--- src/mlfp_pkg.sv ---
// shared types and constants of the masked laplace fill pass
package mlfp_pkg;

	localparam int MAX_WIDTH_DEF = 1024;

	// task queue between front and back
	localparam int QDEPTH = 4;
	localparam int QAW    = $clog2(QDEPTH);
	localparam int QCW    = $clog2(QDEPTH + 1);

	// register reset values
	localparam logic [15:0] CORR_RESET   = 16'd13107;
	localparam logic [10:0] WIDTH_RESET  = 11'd1024;
	localparam logic [15:0] HEIGHT_RESET = 16'd1024;

	// configuration register indexes
	localparam int CFG_IW = 2;
	localparam int CFG_DW = 16;
	localparam logic [CFG_IW-1:0] CFG_CORR_FACTOR  = 2'd0;
	localparam logic [CFG_IW-1:0] CFG_FRAME_WIDTH  = 2'd1;
	localparam logic [CFG_IW-1:0] CFG_FRAME_HEIGHT = 2'd2;

	// request opcodes
	localparam logic OP_PIXEL = 1'b0;
	localparam logic OP_DRAIN = 1'b1;

	typedef struct packed {
		logic               op;
		logic signed [31:0] pixel_value;
		logic               masked;
	} pix_req_t;

	typedef struct packed {
		logic signed [31:0] corrected_value;
		logic               last_pixel;
		logic [31:0]        peak_error;
	} result_t;

	// one line store word
	typedef struct packed {
		logic signed [31:0] value;
		logic               mask;
	} store_word_t;

	// one stencil column: rows above, current, below
	typedef struct packed {
		logic signed [31:0] up;
		logic signed [31:0] mid;
		logic signed [31:0] down;
		logic               mask_up;
		logic               mask_mid;
	} column_t;

	typedef struct packed {
		logic interior;
		logic col_first;
		logic col_last;
		logic width_two;
		logic row_top;
		logic row_bottom;
		logic height_two;
		logic last;
	} class_t;

	// right holds the left column when the pixel ends its row
	typedef struct packed {
		class_t  cls;
		column_t cen;
		column_t right;
	} task_t;

endpackage

--- src/mlfp_back.sv ---
// back end: stencil arithmetic, border copy, saturation and frame error maximum
module mlfp_back (
	input  logic              clk,
	input  logic              arst_n,
	input  logic [15:0]       corr_factor,
	input  logic              restart,
	input  logic              q_valid,
	input  mlfp_pkg::task_t   q_head,
	output logic              pop,
	output logic              res_valid,
	input  logic              res_stall,
	output mlfp_pkg::result_t res_data
);
	import mlfp_pkg::*;

	localparam logic signed [36:0] SAT_HI = 37'(32'sh7FFF_FFFF);
	localparam logic signed [36:0] SAT_LO = 37'(32'sh8000_0000);

	// border copy along the rows for one column
	function automatic logic signed [31:0] row_pick(column_t col, class_t c);
		logic signed [31:0] v;
		if (col.mask_mid && c.row_top) begin
			v = col.down;
		end else if (col.mask_mid && c.row_bottom) begin
			v = (c.height_two && col.mask_up) ? col.mid : col.up;
		end else begin
			v = col.mid;
		end
		return v;
	endfunction

	logic               adv;
	column_t            left_q;
	column_t            cen;
	class_t             cls;
	logic signed [34:0] lap;
	logic signed [31:0] base;
	logic               apply;

	logic               valid_s1, apply_s1, last_s1;
	logic signed [34:0] lap_s1;
	logic signed [31:0] base_s1;
	logic               valid_s2, apply_s2, last_s2;
	logic signed [51:0] prod_s2;
	logic signed [31:0] base_s2;
	logic signed [16:0] cf_s;

	logic signed [35:0] cor;
	logic signed [36:0] sum;
	logic [35:0]        mag;
	logic [31:0]        m32, new_max, run_q;
	logic signed [31:0] value;

	assign adv = !res_valid || !res_stall;
	assign pop = adv && q_valid;
	assign cf_s = {1'b0, corr_factor};

	always_comb begin
		cen = q_head.cen;
		cls = q_head.cls;
		lap = 35'(cen.up) + 35'(cen.down) + 35'(left_q.mid) + 35'(q_head.right.mid)
			- (35'(cen.mid) <<< 2);
		apply = cen.mask_mid && cls.interior;
		if (!cen.mask_mid || cls.interior) begin
			base = cen.mid;
		end else if (cls.col_first) begin
			base = row_pick(q_head.right, cls);
		end else if (cls.col_last) begin
			// left column fetched with this pixel; with two columns its mask picks
			base = (cls.width_two && q_head.right.mask_mid) ? row_pick(cen, cls)
				: row_pick(q_head.right, cls);
		end else begin
			base = row_pick(cen, cls);
		end
	end

	always_comb begin
		cor = prod_s2[51:16];
		sum = 37'(base_s2) + 37'(cor);
		mag = cor[35] ? 36'(-cor) : 36'(cor);
		m32 = (mag[35:32] != 4'd0) ? 32'hFFFF_FFFF : mag[31:0];
		new_max = (apply_s2 && (m32 > run_q)) ? m32 : run_q;
		if (!apply_s2) begin
			value = base_s2;
		end else if (sum > SAT_HI) begin
			value = 32'sh7FFF_FFFF;
		end else if (sum < SAT_LO) begin
			value = 32'sh8000_0000;
		end else begin
			value = sum[31:0];
		end
	end

	always_ff @(posedge clk or negedge arst_n) begin
		if (!arst_n) begin
			valid_s1  <= 1'b0;
			valid_s2  <= 1'b0;
			res_valid <= 1'b0;
			run_q     <= '0;
		end else if (restart) begin
			valid_s1  <= 1'b0;
			valid_s2  <= 1'b0;
			res_valid <= 1'b0;
			run_q     <= '0;
		end else if (adv) begin
			valid_s1  <= q_valid;
			valid_s2  <= valid_s1;
			res_valid <= valid_s2;
			if (valid_s2) begin
				run_q <= last_s2 ? 32'd0 : new_max;
			end
		end
	end

	always_ff @(posedge clk) begin
		if (adv) begin
			if (q_valid) begin
				left_q <= q_head.cen;
			end
			apply_s1 <= apply;
			lap_s1   <= lap;
			base_s1  <= base;
			last_s1  <= cls.last;
			apply_s2 <= apply_s1;
			prod_s2  <= 52'(lap_s1) * 52'(cf_s);
			base_s2  <= base_s1;
			last_s2  <= last_s1;
			res_data.corrected_value <= value;
			res_data.last_pixel      <= last_s2;
			res_data.peak_error      <= last_s2 ? new_max : 32'd0;
		end
	end

endmodule

--- config.mk ---
export PLATFORM = sky130hd
export DESIGN_NAME = mlfp_back
export DESIGN_NICKNAME = d
export VERILOG_FILES = /design/src/mlfp_pkg.sv /design/src/mlfp_back.sv
export SDC_FILE = /design/constraint.sdc
export NUM_CORES = 2
export LEC_CHECK = 0
export ABC_AREA = 1
export BUFFER_PORTS_ARGS = -buffer_cell sky130_fd_sc_hd__buf_2
export CAP_MARGIN = 10
export CORE_ASPECT_RATIO = 2
export CORE_MARGIN = 2
export CORE_UTILIZATION = 65
export CTS_BUF_LIST = sky130_fd_sc_hd__clkbuf_8
export CTS_CLUSTER_DIAMETER = 60
export DETAILED_ROUTE_END_ITERATION = 16
export GPL_TIMING_DRIVEN = 0
export HOLD_SLACK_MARGIN = 0.03
export PLACE_DENSITY_LB_ADDON = 0.12
export SKIP_CTS_REPAIR_TIMING = 1
export SYNTH_ARGS = -nofsm -noshare
export SYNTH_HDL_FRONTEND = slang
export SYNTH_SLANG_ARGS = --single-unit
--- constraint.sdc ---
create_clock -name clk -period 17.7 [get_ports clk]
set_clock_uncertainty 0.05 [all_clocks]
set_input_delay 2.655 -clock clk [delete_from_list [all_inputs] [get_ports clk]]
set_output_delay 2.655 -clock clk [all_outputs]
set_load 0.02 [all_outputs]
# After elaboration in Yosys (flattened, before gate mapping)
# Index checks and enable logic that the tools add are counted.
# op_classes
add_sub_neg	6
multipliers	1
n_div	0
order_cmp	3
n_eq_ne	0
shift	0
n_mux	26
bitwise	0
reduce_logical	20
# ops
operator	count
$mux 32	19
$mul 35x17->52	1
$add 32x36->37	1
$gt 37x32->1 const B	1
$lt 37x32->1 const B	1
$mux 36	1
$neg 36->36	1
$add 34x32->35	1
$sub 35x34->35	1
$add 33x32->34	1
$add 32x32->33	1
$gt 32x32->1	1
$logic_and 1x1->1	10
$mux 1	6
$reduce_and 2->1	2
$reduce_bool 2->1	2
$reduce_bool 4->1	1
$logic_not 1->1	3
$logic_or 1x1->1	2
# word_totals
ff_bits	287
latchBits	0
ram_bits	0
rom_bits	0
in_bits	225
output_inout_bits	67
mem_count	0

# Depth between registers and ports, before layout
# logic_depth
word_depth	11
ltp_mapped	28

# Least setup slack after synthesis
# OpenSTA, ideal clock, no wires.
# synth_path
path_kind	input to output
start	input port res_stall
end	output port pop
arrival_ps	8341
t_required_ps	14995
path_slack_ps	6654
cell_stages	3
path_buffers	0
cell_sequence	nand2_1 -> nand2_1 -> inv_1
# synth_via
elab_chain_cells	3
# synth_lines
element	line	text
start: declaration	mlfp_back.sv:11	input logic res_stall,
$logic_not 1->1	mlfp_back.sv:54	assign adv = !res_valid || !res_stall;
$logic_or 1x1->1	mlfp_back.sv:54	
$logic_and 1x1->1	mlfp_back.sv:55	assign pop = adv && q_valid;
end: declaration	mlfp_back.sv:9	output logic pop,
# Every way passes these cells.

# Worst setup path in the final report
# layout_path
start	input port corr_factor[2]
end	register prod_s2[37], data pin
# layout_via
elab_chain_cells	1
# layout_lines
element	line	text
start: declaration	mlfp_back.sv:5	input logic [15:0] corr_factor,
$mul 35x17->52	mlfp_back.sv:125	prod_s2 <= 52'(lap_s1) * 52'(cf_s);
end signal: assignment	mlfp_back.sv:125	
end: declaration	mlfp_back.sv:44	logic signed [51:0] prod_s2;
# Every way passes these cells.
# A chain may end at the register's enable or synchronous reset.

==> reports/metrics.cfg <==
[logic_synthesis]
synth_most_common_cell = nand2_1
syn_area_um2 = 40300
synth.distinct_cells = 52
synth_edf_count = 236
yosysWarnings = 0
synth_area_leaders = fa_1 (31%), edfxtp_1 (18%), nand2_1 (12%)
ys.flop_type = edfxtp_1
synth.largest_area_cell = fa_1
synthCells = 4974
ys_ff_latch = 271
ys_seq_area_frac = 0.198
synthesis.area_per_instance_um2 = 8.09
synth_commonest_cells = nand2_1 (1,276), inv_1 (1,248), fa_1 (629)
netlist.area_leader.share = 0.313
syn_nets = 6054
async_flop_share = 0.129

[cts]
htreeDepth = 2
cts_sinks = 271
cts_tree = built
clock-root-buffer = clkbuf_8
path_clk_slew_ns = 0.07
clk_latency_ns = 0.61
cts_buffer_depth = 3
cts_buffers = 45

[floorplan]
core.rowCount = 129
die_x_um = 180
pin_count = 292
dieArea_um2 = 64100
initial_utilization = 0.655
core_um2 = 61500
die_height_um = 356

[global_routing]
grt_overflow = 0
antenna_found_initial = 15
grt_max_degree = 71
grt_pass1_wl_mm = 206
grt_pass1_vias = 36876
grt_util_all_layers = 0.427

[sta]
timing.fmax_mhz = 103
final-setup-viol-count = 0
holdWs_ns = 0.368
period_minus_slack_ns = 9.72
finalMaxSlewViolations = 0
layout_worst_path_cycle_share = 0.549
setup_ws_ns = 7.98
relSlewSlack = 0.0989
tns_ns = 0
tightest_slew_ns = 1.35
rsz0062_at_grt = false
report.final.hold_viol_count = 0

[drt]
drt-vias-per-instance = 5.76
drc = 0
ant_nets = 0
finalWirelength_mm = 134
drtIter0Drc = 3425
wl_per_cell_um = 21.9
via_count = 35314
first_pass_iters = 9

[critical_path]
path_max_fanout = 10
critPathKind = in2reg
worstPathRequired_ns = 17.99
cp.arrival_ns = 10.01
critical_path.startpoint_type = primary input
crit_path_end_kind = flip-flop

[finish]
area_growth_pct = 8.34
drive_gt1_frac = 0.0758
fin_nets = 6379

[min_path]
hold_class = reg2reg

[placed_design]
dp_worst_setup_slack_ns = 7.72
io_buffer_count = 275
gp_congestion = 1.06
place_hpwl_mm = 114

[run_status]
status = finished, final reports clean

[flow_run]
drv_cap = 0

-- metrics by stage --
stage | instance area [um^2] | cells | util
after floorplan | 40300 | 4974 | -
after global placement | 42600 | 6035 | 0.693
after detailed placement | 42700 | 6038 | 0.695
after CTS | 43600 | 6118 | 0.709
after global routing | 43600 | 6118 | 0.709
final | 43600 | 6128 | 0.709
-- routing by layer --
layer,vias up,global-route usage,part of all wire
met4,12,0.316,0.092
met2,2169,0.689,0.46
met1,16824,0.503,0.34
met5,-,0,0.00054
met3,639,0.0964,0.10
li1,15670,-,-
-- worst max-delay path, stage by stage --
cell and delay (ns):
clkbuf_1 0.71, clkbuf_1 0.85, nand2_1 0.19, fa_1 0.58, fa_1 0.58, fa_1 0.53, inv_1 0.05, fa_1 0.52
fa_1 0.51, inv_1 0.06, fa_1 0.48, inv_1 0.04, ha_1 0.40, nand2_1 0.13, nor2_1 0.16, nand2_1 0.07
o21ai_1 0.30, a21oi_1 0.19, o21ai_1 0.31, nand2_1 0.18, nand2_1 0.12, xor2_1 0.37
-- area by class of cell --
cell class / instances / area [um^2]
sequential: 271 / 7960
timing repair buffer: 278 / 1460
clock inverter: 29 / 175
multi-input combinational: 3247 / 26800
clock buffer: 51 / 702
antenna: 10 / 25.0
fill: 4936 / 17900
inverter: 1251 / 4700
tap: 786 / 983
buffer: 205 / 833
-- cell families (layout without fill, tap and decap cells) --
group	count (synthesis)	after routing	share of synthesized area
muxes	2	2	0.000528
buffers and inverters	1456	1814	0.137
adders and majority gates	855	855	0.383
and+or+nand+nor	1751	1751	0.176
AOI/OAI and AO/OA	499	499	0.0750
DFF	271	271	0.198
xor gates and xnor gates	140	140	0.0305
other	0	10	0
-- cells in the final DEF (no fill, tap or decap), drive strengths merged, types with 125 or more instances in the layout --
master     n
a21oi    184
fa       629
edfxtp   236
inv     1262
clkbuf   239
ha       226
o21ai    125
nand2   1279
buf      295
nor2     283
-- sequential cells by signal, summed over array words and instances (netlist names) --
register	cells
run_q	32
apply_s1	1
apply_s2	1
base_s1	32
base_s2	32
last_s1	1
lap_s1	35
valid_s1	1
last_s2	1
valid_s2	1
res_data	65
left_q	32
res_valid	1
prod_s2	36
-- final timing paths --
check                                     from     endpoint  slack, ns  cells past startpoint
worst max register to register      lap_s1[13]  prod_s2[37]      10.20                     22
min in group asynchronous               arst_n    run_q[19]       2.12                      1
worst min register to register     base_s1[23]  base_s2[23]       0.37                      0
worst min-delay path               base_s1[23]  base_s2[23]       0.37                      0
max in group asynchronous               arst_n     run_q[1]      14.92                      1
worst max-delay path            corr_factor[2]  prod_s2[37]       7.98                     22
Power is left out: the tool's default activity adds up to more than one toggle a clock period on the data nets, which glitch-free logic cannot reach.
