===== src/mlfp_pkg.sv =====
// shared types and constants of the masked laplace fill pass
package mlfp_pkg;

	localparam int MAX_WIDTH_DEF = 1024;

	// task queue between front and back
	localparam int QDEPTH = 4;
	localparam int QAW    = $clog2(QDEPTH);
	localparam int QCW    = $clog2(QDEPTH + 1);

	// register reset values
	localparam logic [15:0] CORR_RESET   = 16'd13107;
	localparam logic [10:0] WIDTH_RESET  = 11'd1024;
	localparam logic [15:0] HEIGHT_RESET = 16'd1024;

	// configuration register indexes
	localparam int CFG_IW = 2;
	localparam int CFG_DW = 16;
	localparam logic [CFG_IW-1:0] CFG_CORR_FACTOR  = 2'd0;
	localparam logic [CFG_IW-1:0] CFG_FRAME_WIDTH  = 2'd1;
	localparam logic [CFG_IW-1:0] CFG_FRAME_HEIGHT = 2'd2;

	// request opcodes
	localparam logic OP_PIXEL = 1'b0;
	localparam logic OP_DRAIN = 1'b1;

	typedef struct packed {
		logic               op;
		logic signed [31:0] pixel_value;
		logic               masked;
	} pix_req_t;

	typedef struct packed {
		logic signed [31:0] corrected_value;
		logic               last_pixel;
		logic [31:0]        peak_error;
	} result_t;

	// one line store word
	typedef struct packed {
		logic signed [31:0] value;
		logic               mask;
	} store_word_t;

	// one stencil column: rows above, current, below
	typedef struct packed {
		logic signed [31:0] up;
		logic signed [31:0] mid;
		logic signed [31:0] down;
		logic               mask_up;
		logic               mask_mid;
	} column_t;

	typedef struct packed {
		logic interior;
		logic col_first;
		logic col_last;
		logic width_two;
		logic row_top;
		logic row_bottom;
		logic height_two;
		logic last;
	} class_t;

	// right holds the left column when the pixel ends its row
	typedef struct packed {
		class_t  cls;
		column_t cen;
		column_t right;
	} task_t;

endpackage


===== src/mlfp_queue.sv =====
// short task queue between front and back
module mlfp_queue (
	input  logic                     clk,
	input  logic                     arst_n,
	input  logic                     push,
	input  mlfp_pkg::task_t          push_task,
	input  logic                     pop,
	output logic                     not_empty,
	output mlfp_pkg::task_t          head,
	output logic [mlfp_pkg::QCW-1:0] count
);
	import mlfp_pkg::*;

	task_t          ent_q [QDEPTH];
	logic [QAW-1:0] wptr_q, rptr_q;
	logic [QCW-1:0] count_q;

	always_ff @(posedge clk or negedge arst_n) begin
		if (!arst_n) begin
			wptr_q  <= '0;
			rptr_q  <= '0;
			count_q <= '0;
		end else begin
			if (push) begin
				wptr_q <= wptr_q + QAW'(1);
			end
			if (pop) begin
				rptr_q <= rptr_q + QAW'(1);
			end
			count_q <= count_q + QCW'(push) - QCW'(pop);
		end
	end

	always_ff @(posedge clk) begin
		if (push) begin
			ent_q[wptr_q] <= push_task;
		end
	end

	assign head      = ent_q[rptr_q];
	assign not_empty = (count_q != '0);
	assign count     = count_q;

`ifndef NO_ASSERTIONS
	a_no_overflow: assert property (@(posedge clk) disable iff (!arst_n)
		push |-> (count_q != QCW'(QDEPTH)))
		else $error("task queue overflow");
	a_no_underflow: assert property (@(posedge clk) disable iff (!arst_n)
		pop |-> (count_q != '0))
		else $error("task queue underflow");
	a_count_up: assert property (@(posedge clk) disable iff (!arst_n)
		(push && !pop) |=> (count_q == $past(count_q) + QCW'(1)))
		else $error("task queue count lost a push");
`endif

endmodule


===== config.mk =====
export PLATFORM = sky130hd
export DESIGN_NAME = mlfp_queue
export DESIGN_NICKNAME = d
export VERILOG_FILES = /design/src/mlfp_pkg.sv /design/src/mlfp_queue.sv
export SDC_FILE = /design/constraint.sdc
export NUM_CORES = 1
export LEC_CHECK = 0
export CAP_MARGIN = 10
export CORE_ASPECT_RATIO = 1.1
export CORE_UTILIZATION = 35
export CTS_CLUSTER_SIZE = 24
export DETAILED_ROUTE_END_ITERATION = 10
export DONT_BUFFER_PORTS = 1
export PLACE_DENSITY = 0.55
export SLEW_MARGIN = 40
export SYNTH_ARGS = -nofsm -noshare
export SYNTH_HDL_FRONTEND = slang
export SYNTH_SLANG_ARGS = --single-unit

===== constraint.sdc =====
create_clock -name clk -period 6.2 [get_ports clk]
set_input_delay 1.55 -clock clk [delete_from_list [all_inputs] [get_ports clk]]
set_output_delay 1.55 -clock clk [all_outputs]
set_load 0.05 [all_outputs]

# Yosys cells after proc, flatten, opt, wreduce, memory -nomap -nowiden
# Memories as Yosys holds them, arrays and structs flattened.
# Cells that the tools add are included.
dict set report op_classes {
  shift 0
  add_sub_neg 4
  n_eq_ne 0
  muxes 2
  n_div 0
  n_bitwise 0
  n_reduce_logical 1
  multipliers 0
  n_lt_le_gt_ge 0
}
# op count
set op_table {}
lappend op_table {{$add A2 B1 Y2 const B} 2}
lappend op_table {{$add A3 B1 Y3} 1}
lappend op_table {{$reduce_bool A3 Y1} 1}
lappend op_table {{$sub A3 B1 Y3} 1}
lappend op_table {{$mux W1} 2}
dict set report totals {
  latchBits 0
  mem_bits_ro 0
  ram_bits 816
  mem_count 1
  register_bits 7
  wordCells 11
}
# name depth word_bits rd rd_ports_with_merged_regs wr line_no
set mem_list {}
lappend mem_list {ent_q 4 204 1 0 1 mlfp_queue.sv:14} ;# task_t ent_q [QDEPTH];

# Logic depth before layout (Yosys ltp)
# Gate-level depths: netlist of the first run.
dict set report logic_depth {
  depth_word 2
  mapped_depth 7
  mapped_depth_nobuf 7
}

# Worst setup path before layout of the first run
# OpenSTA, ideal clock, no wires.
dict set report synth_path {
  path_type {input-to-reg}
  start {input push}
  end {memory ent_q[0][0] (netlist name), enable pin}
  setup_time_ns 0.589
  path_slack_ns -0.566
  arrival_ns 6.177
  path_stages 1
  t_required_ns 5.611
  path_cell_list {and2_1}
}
dict set report synth_between {
  elab_chain_len 2
}
# item line_no
set synth_rtl {}
lappend synth_rtl {{from (decl)} mlfp_queue.sv:5} ;# input logic push,
lappend synth_rtl {{$mux W1} mlfp_queue.sv:35} ;# if (push) begin
lappend synth_rtl {{$mux W1 (not written as such)} mlfp_queue.sv:36} ;# ent_q[wptr_q] <= push_task;
lappend synth_rtl {{to (decl)} mlfp_queue.sv:14}
# Every way passes these cells.

==> impl_results.md, run 1 <==
- Ports: 416
- P_sw: 7.571 mW
- Total CTS buffers: 85
- Tightest Hold Check Type: reg2reg
- VDD IR max: 0.0003129 V
- Final nets: 1379
- Total grt overflow: 0
- Largest net degree at the start of global routing: 111
- Register area: 24690 um2
- HPWL Detailed: 34880 um
- PortBufs: 0
- Crit path arrival time: 2850 ps
- Setup TNS: 0 ps
- Core Util, Final: 40.77%
- Lkg Pwr: 10.57 nW
- Hold-fix buffers at CTS: 0
- Sequential area share after synthesis: 82.79%
- 1st-pass router iterations: 4
- CP Capture Type: output pin
- Outcome: complete, no violations
- Setup Viol. Count Final: 0
- Req. time, crit path: 4650 ps
- Synthesized net count: 1314
- Synth Register Bits: 823
- Initial antenna violation count: 2
- Max FO, Critical Path: 69
- CTS H-tree lvls: 3
- First-pass GRT wire length: 84640 um
- Die width: 280.2 um
- Worst rel slew slack: 52.73%
- Critical path class: reg2out
- Design Power: 19.56 mW
- Sw frac: 38.70%
- Post-Syn Area: 29810 um2
- Vias: 11594
- Area leader, netlist: edfxtp_1
- Inst Count DP: 2205
- GRT Total Usage: 13.46%
- Clk Latency, worst-skew pair: 630 ps
- Final Critical Period: 4401 ps
- Gpl congestion: 0.6959
- RSZ-0062 raised after global routing: no
- Area of the die: 86340 um2
- Worst-margin pin slew: 709.1 ps
- Main area contributors after synthesis: edfxtp_1 82%, mux4_2 15%, buf_6 0.64%
- Drt wl/cell: 24.79 um
- Fin cells: 2365
- Gate power share: 34.9%
- Post-Route WL: 58630 um
- PwrDens: 571.9 nW/um2
- Setup Fix Bufs, Post-CTS: 0
- Post-synthesis instance total: 1099
- Period utilization: 70.99%
- Slew Viols, Final: 0
- CTS tree: yes
- Syn_area_per_cell: 27.12 um2
- Initial Utilization: 35.53%
- Placed instance area: 31280 um2
- P_int: 11.99 mW
- DRC Markers: 0
- Layout area overhead: 14.73%
- Worst slack, placed: 2349 ps
- Hold WS: 544.7 ps
- Final hold violations: 0
- Reg clk slew, reported paths: 60 ps
- Avg Vias per Cell: 4.902
- Netlist cell types: 15
- Clock Sinks: 823
- Worst setup margin: 1799 ps
- Initial DRC count: 722
- Fmax: 227.2 MHz
- Warnings from Yosys: 0
- Clock power frac: 26.3%
- Area of the multi-input gates: 4787 um2
- Max Cap Violations: 0
- Worst Setup Start Kind: flip-flop
- Register share of total power: 38.8%
- Antenna Nets Post-Route: 0
- Yosys top cell area share: 82.21%
- Layout cells sized above 1: 28.92%
- Final Cell Area: 34200 um2
- CTS root buf: clkbuf_16
- Fillers: 7301
- Post_cts resized: 0
- Die span in y: 308.1 um
- Core ar.: 83890 um2
- Row count: 111
- Vias in the first global route: 12315
- Setup Skew: 23.34 ps
- Clk buf depth: 3
## final cells by class
cell class	count	share of cell area, %
antenna	4	0.02927
clock buffer	101	6.520
clock inverter	53	1.822
inverter	6	0.06585
multi-input combinational	224	14.00
sequential	823	72.18
tap	1130	4.134
timing repair buffer	24	1.248
## worst max-delay path, stage by stage, from the launching register on
cell and delay [ps]:
dfrtp_4 800, buf_12 440, mux4_2 770
## cell usage after synthesis, drive strengths merged
cell type,instances
clkbuf,6
xor2,2
edfxtp,816
or3,1
ha,6
fa,1
and2,4
o21ai,1
xnor2,3
dfrtp,7
inv,6
buf,40
nand2,2
mux4,204
## path summary, 6_finish.rpt
| path | start | endpoint | slack [ps] | cells past startpoint |
|---|---|---|---|---|
| worst max-delay path | rptr_q[0]$_DFFE_PN0P_ | head[140] | 1800 | 2 |
| worst min-delay path | wptr_q[0]$_DFFE_PN0P_ | wptr_q[0]$_DFFE_PN0P_ | 540 | 1 |
| worst max register to register | wptr_q[0]$_DFFE_PN0P_ | ent_q[2][133]$_DFFE_PP_ | 3860 | 5 |
| worst min register to register | wptr_q[0]$_DFFE_PN0P_ | wptr_q[0]$_DFFE_PN0P_ | 540 | 1 |
| max in group asynchronous | arst_n | rptr_q[1]$_DFFE_PN0P_ | 5510 | 0 |
| min in group asynchronous | arst_n | wptr_q[1]$_DFFE_PN0P_ | 610 | 0 |
## power by group through the flow
stage	clock, mW	sequential (mW)	combinational (mW)
after detailed placement	0	7.72	7.00
after CTS	5.29	7.61	7.01
after floorplan	0	7.65	5.96
after global placement	0	7.74	6.91
after global routing	5.49	7.68	7.13
final	5.14	7.58	6.84
## flip-flops by register name, indices dropped and copies added (netlist names)
signal  count
wptr_q      2
rptr_q      2
count       3
ent_q     816
## cell families after synthesis
| kind of cell | Yosys count | share of synthesized area, % |
|---|---|---|
| adders and majority gates | 7 | 0.3190 |
| DFF | 823 | 82.79 |
| muxes | 204 | 15.41 |
| xor gates and xnor gates | 5 | 0.1469 |
| and+or+nand+nor | 7 | 0.1301 |
| AOI/OAI and AO/OA | 1 | 0.01677 |
| buffers and inverters | 52 | 1.180 |
## placed cells by master (no fill, tap or decap), types with 5 or more instances in the layout
| cell | instances |
|---|---|
| buf_4 | 6 |
| clkinv_1 | 18 |
| dfrtp_1 | 5 |
| buf_12 | 13 |
| ha_1 | 6 |
| bufinv_16 | 11 |
| edfxtp_1 | 816 |
| inv_6 | 5 |
| mux4_2 | 204 |
| clkinv_2 | 9 |
| inv_1 | 6 |
| clkbuf_1 | 14 |
| clkbuf_16 | 87 |
## per-layer routing
metal / GRT usage [%] / wire [um] / part of all wire, % / up-vias
li1: - / - / - / 4928
met2: 22.56 / 29930 / 51 / 350
met3: 6.409 / 6358 / 11 / 86
met1: 15.05 / 21140 / 36 / 6228
met5: 0 / 20 / 0.034 / -
met4: 4.270 / 1182 / 2.0 / 2
Power figures use the tool's default switching activity.
==> inputs of run 2 (changes only) <==
- clock period: 6.2 -> 3.6 ns (I/O delays scaled with it)
==> impl_results.md, run 2 (synthesis gave the netlist of run 1 again) <==
- Fmax: 293.9 MHz
- Worst-margin pin slew: 760.8 ps (+51.74 ps)
- Most common cell after layout, fill and taps aside: edfxtp_1
- CTS H-tree lvls: 3 (unchanged)
- Leading cell types in the layout, fill and taps excluded: 816 x edfxtp_1, 204 x mux4_2, 86 x clkbuf_16
- Setup Viol. Count Final: 0 (unchanged)
- Layout area overhead: 14.29%
- Critical path class: reg2out
- Final hold violations: 0 (unchanged)
- Setup Skew: 13.36 ps (-9.984 ps)
- RSZ-0062 raised after global routing: no
- HPWL Detailed: 35470 um (+1.7%)
- Outcome: complete, no violations
- Initial DRC count: 703 (-2.6%)
- Inserted Diodes: 0 (-4)
- Worst Setup Start Kind: flip-flop
- Final Cell Area: 34070 um2 (-0.39%)
- Total grt overflow: 0 (unchanged)
- Avg Vias per Cell: 4.928 (+0.53%)
- Fillers: 7360 (+0.81%)
- Max FO, Critical Path: 60 (-13%)
- Core Util, Final: 40.61% (-0.16 points)
- Ports: 416 (unchanged)
- Die span in y: 308.1 um (unchanged)
- 1st-pass router iterations: 4 (unchanged)
- DRC Markers: 0 (unchanged)
- Placed instance area: 31450 um2 (+0.55%)
- CTS root buf: clkbuf_16
- Die width: 280.2 um (unchanged)
- Register area: 24690 um2 (unchanged)
- Vias in the first global route: 12683 (+3.0%)
- Initial antenna violation count: 1 (-1)
- Setup TNS: 0 ps (unchanged)
- Req. time, crit path: 2700 ps (-1950 ps)
- Antenna Nets Post-Route: 0 (unchanged)
- Largest net degree at the start of global routing: 84 (-24%)
- Crit path arrival time: 2500 ps (-350 ps)
- Lkg Pwr: 10.52 nW (-0.44%)
- VDD IR max: 0.0004896 V (+56%)
- Core ar.: 83890 um2 (unchanged)
- Slew Viols, Final: 0 (unchanged)
- Tightest Hold Check Type: in2reg
- Period utilization: 94.52%
- Hold WS: 340.4 ps (-204.4 ps)
- Inst Count DP: 2217 (+0.54%)
- GRT Total Usage: 13.53% (+0.075 points)
- Area of the multi-input gates: 4787 um2 (unchanged)
- Clock Sinks: 823 (unchanged)
- Gpl congestion: 0.7040 (+1.2%)
- Post-Route WL: 58970 um (+0.59%)
- Reg clk slew, reported paths: 60 ps (about the same)
- Vias: 11695 (+0.87%)
- Final Critical Period: 3403 ps
- Row count: 111 (unchanged)
- Initial Utilization: 35.53% (unchanged)
- Total CTS buffers: 85 (unchanged)
- First-pass GRT wire length: 85080 um (+0.51%)
- Biggest register: ent_q
- Clk buf depth: 3 (unchanged)
- CTS tree: yes
- PortBufs: 0 (unchanged)
- Max reg flops: 816 (unchanged)
- CP Capture Type: output pin
- Drt wl/cell: 24.85 um (+0.25%)
- Clk Latency, worst-skew pair: 640 ps (about the same)
- PwrDens: 973.4 nW/um2 (+70%)
- Layout cells sized above 1: 28.88% (-0.038 points)
- Max Cap Violations: 0 (unchanged)
- Worst rel slew slack: 49.28% (-3.4 points)
- Fin cells: 2373 (+0.34%)
- Final nets: 1390 (+0.80%)
- Area of the die: 86340 um2 (unchanged)
[run 2: cell types whose count changed in the layout (fill, tap and decap cells not counted), moves of 2 or more]
cell,delta
buf_12,+10
clkbuf_1,+6
clkinv_1,+2
diode_2,-4
buf_16,-4
bufinv_16,-8
clkinv_2,+6
buf_4,+5
[run 2: path summary, 6_finish.rpt]
check                                       from               endpoint  slack (ps)  cells past startpoint
hold / removal                               pop  rptr_q[0]$_DFFE_PN0P_         340                      1
min in group asynchronous                 arst_n     count[0]$_DFF_PN0_         630                      1
setup / recovery           rptr_q[0]$_DFFE_PN0P_              head[114]         200                      2
max in group asynchronous                 arst_n  rptr_q[1]$_DFFE_PN0P_        2640                      1
hold reg to reg            wptr_q[0]$_DFFE_PN0P_  wptr_q[0]$_DFFE_PN0P_         540                      1
setup reg to reg              count[0]$_DFF_PN0_     count[2]$_DFF_PN0_        1490                      7
[run 2: critical path, cell delays in order (launching register included)]
cell	delay, ps
dfrtp_4	580
buf_12	420
mux4_2	750
[run 2: timing repair]
action                    4_1_cts  5_1_grt
hold buffers                    1        0
resized for setup               0        0
hold endpoints to repair        7        0
buffers inserted                0        0
[run 2: area by class of cell]
cell class	count	area share, %
well taps	1130	4.150
flip-flops and latches	823	72.46
multi-input cells	224	14.05
repair buffers	35	1.623
clock inverters	49	1.106
inverters	6	0.06611
clock buffers	106	6.538
[run 2: where the power goes]
| part | internal, mW | switching (mW) | leakage (nW) |
|---|---|---|---|
| clock network | 4.63 | 3.54 | 1.27 |
| logic | 2.98 | 8.98 | 1.68 |
| registers | 12.5 | 0.504 | 7.57 |
| total | 20.1 | 13.0 | 10.5 |
[run 2: routing by layer]
metal | vias to the layer above | part of all wire, % | global-route usage (%)
met1 | 6273 | 37 | 15.61
met4 | 2 | 2.1 | 4.715
met3 | 76 | 11 | 6.060
li1 | 4936 | - | -
met5 | - | 0.022 | 0
met2 | 408 | 50 | 22.25
[run 2: through the flow]
stage / worst slack (ps) / total power, mW
after floorplan: 824.8 / 23.34
after global placement: 810.7 / 25.43
after detailed placement: 787.6 / 25.51
after CTS: 89.06 / 33.76
after global routing: 60.01 / 34.43
final: 197.4 / 33.16
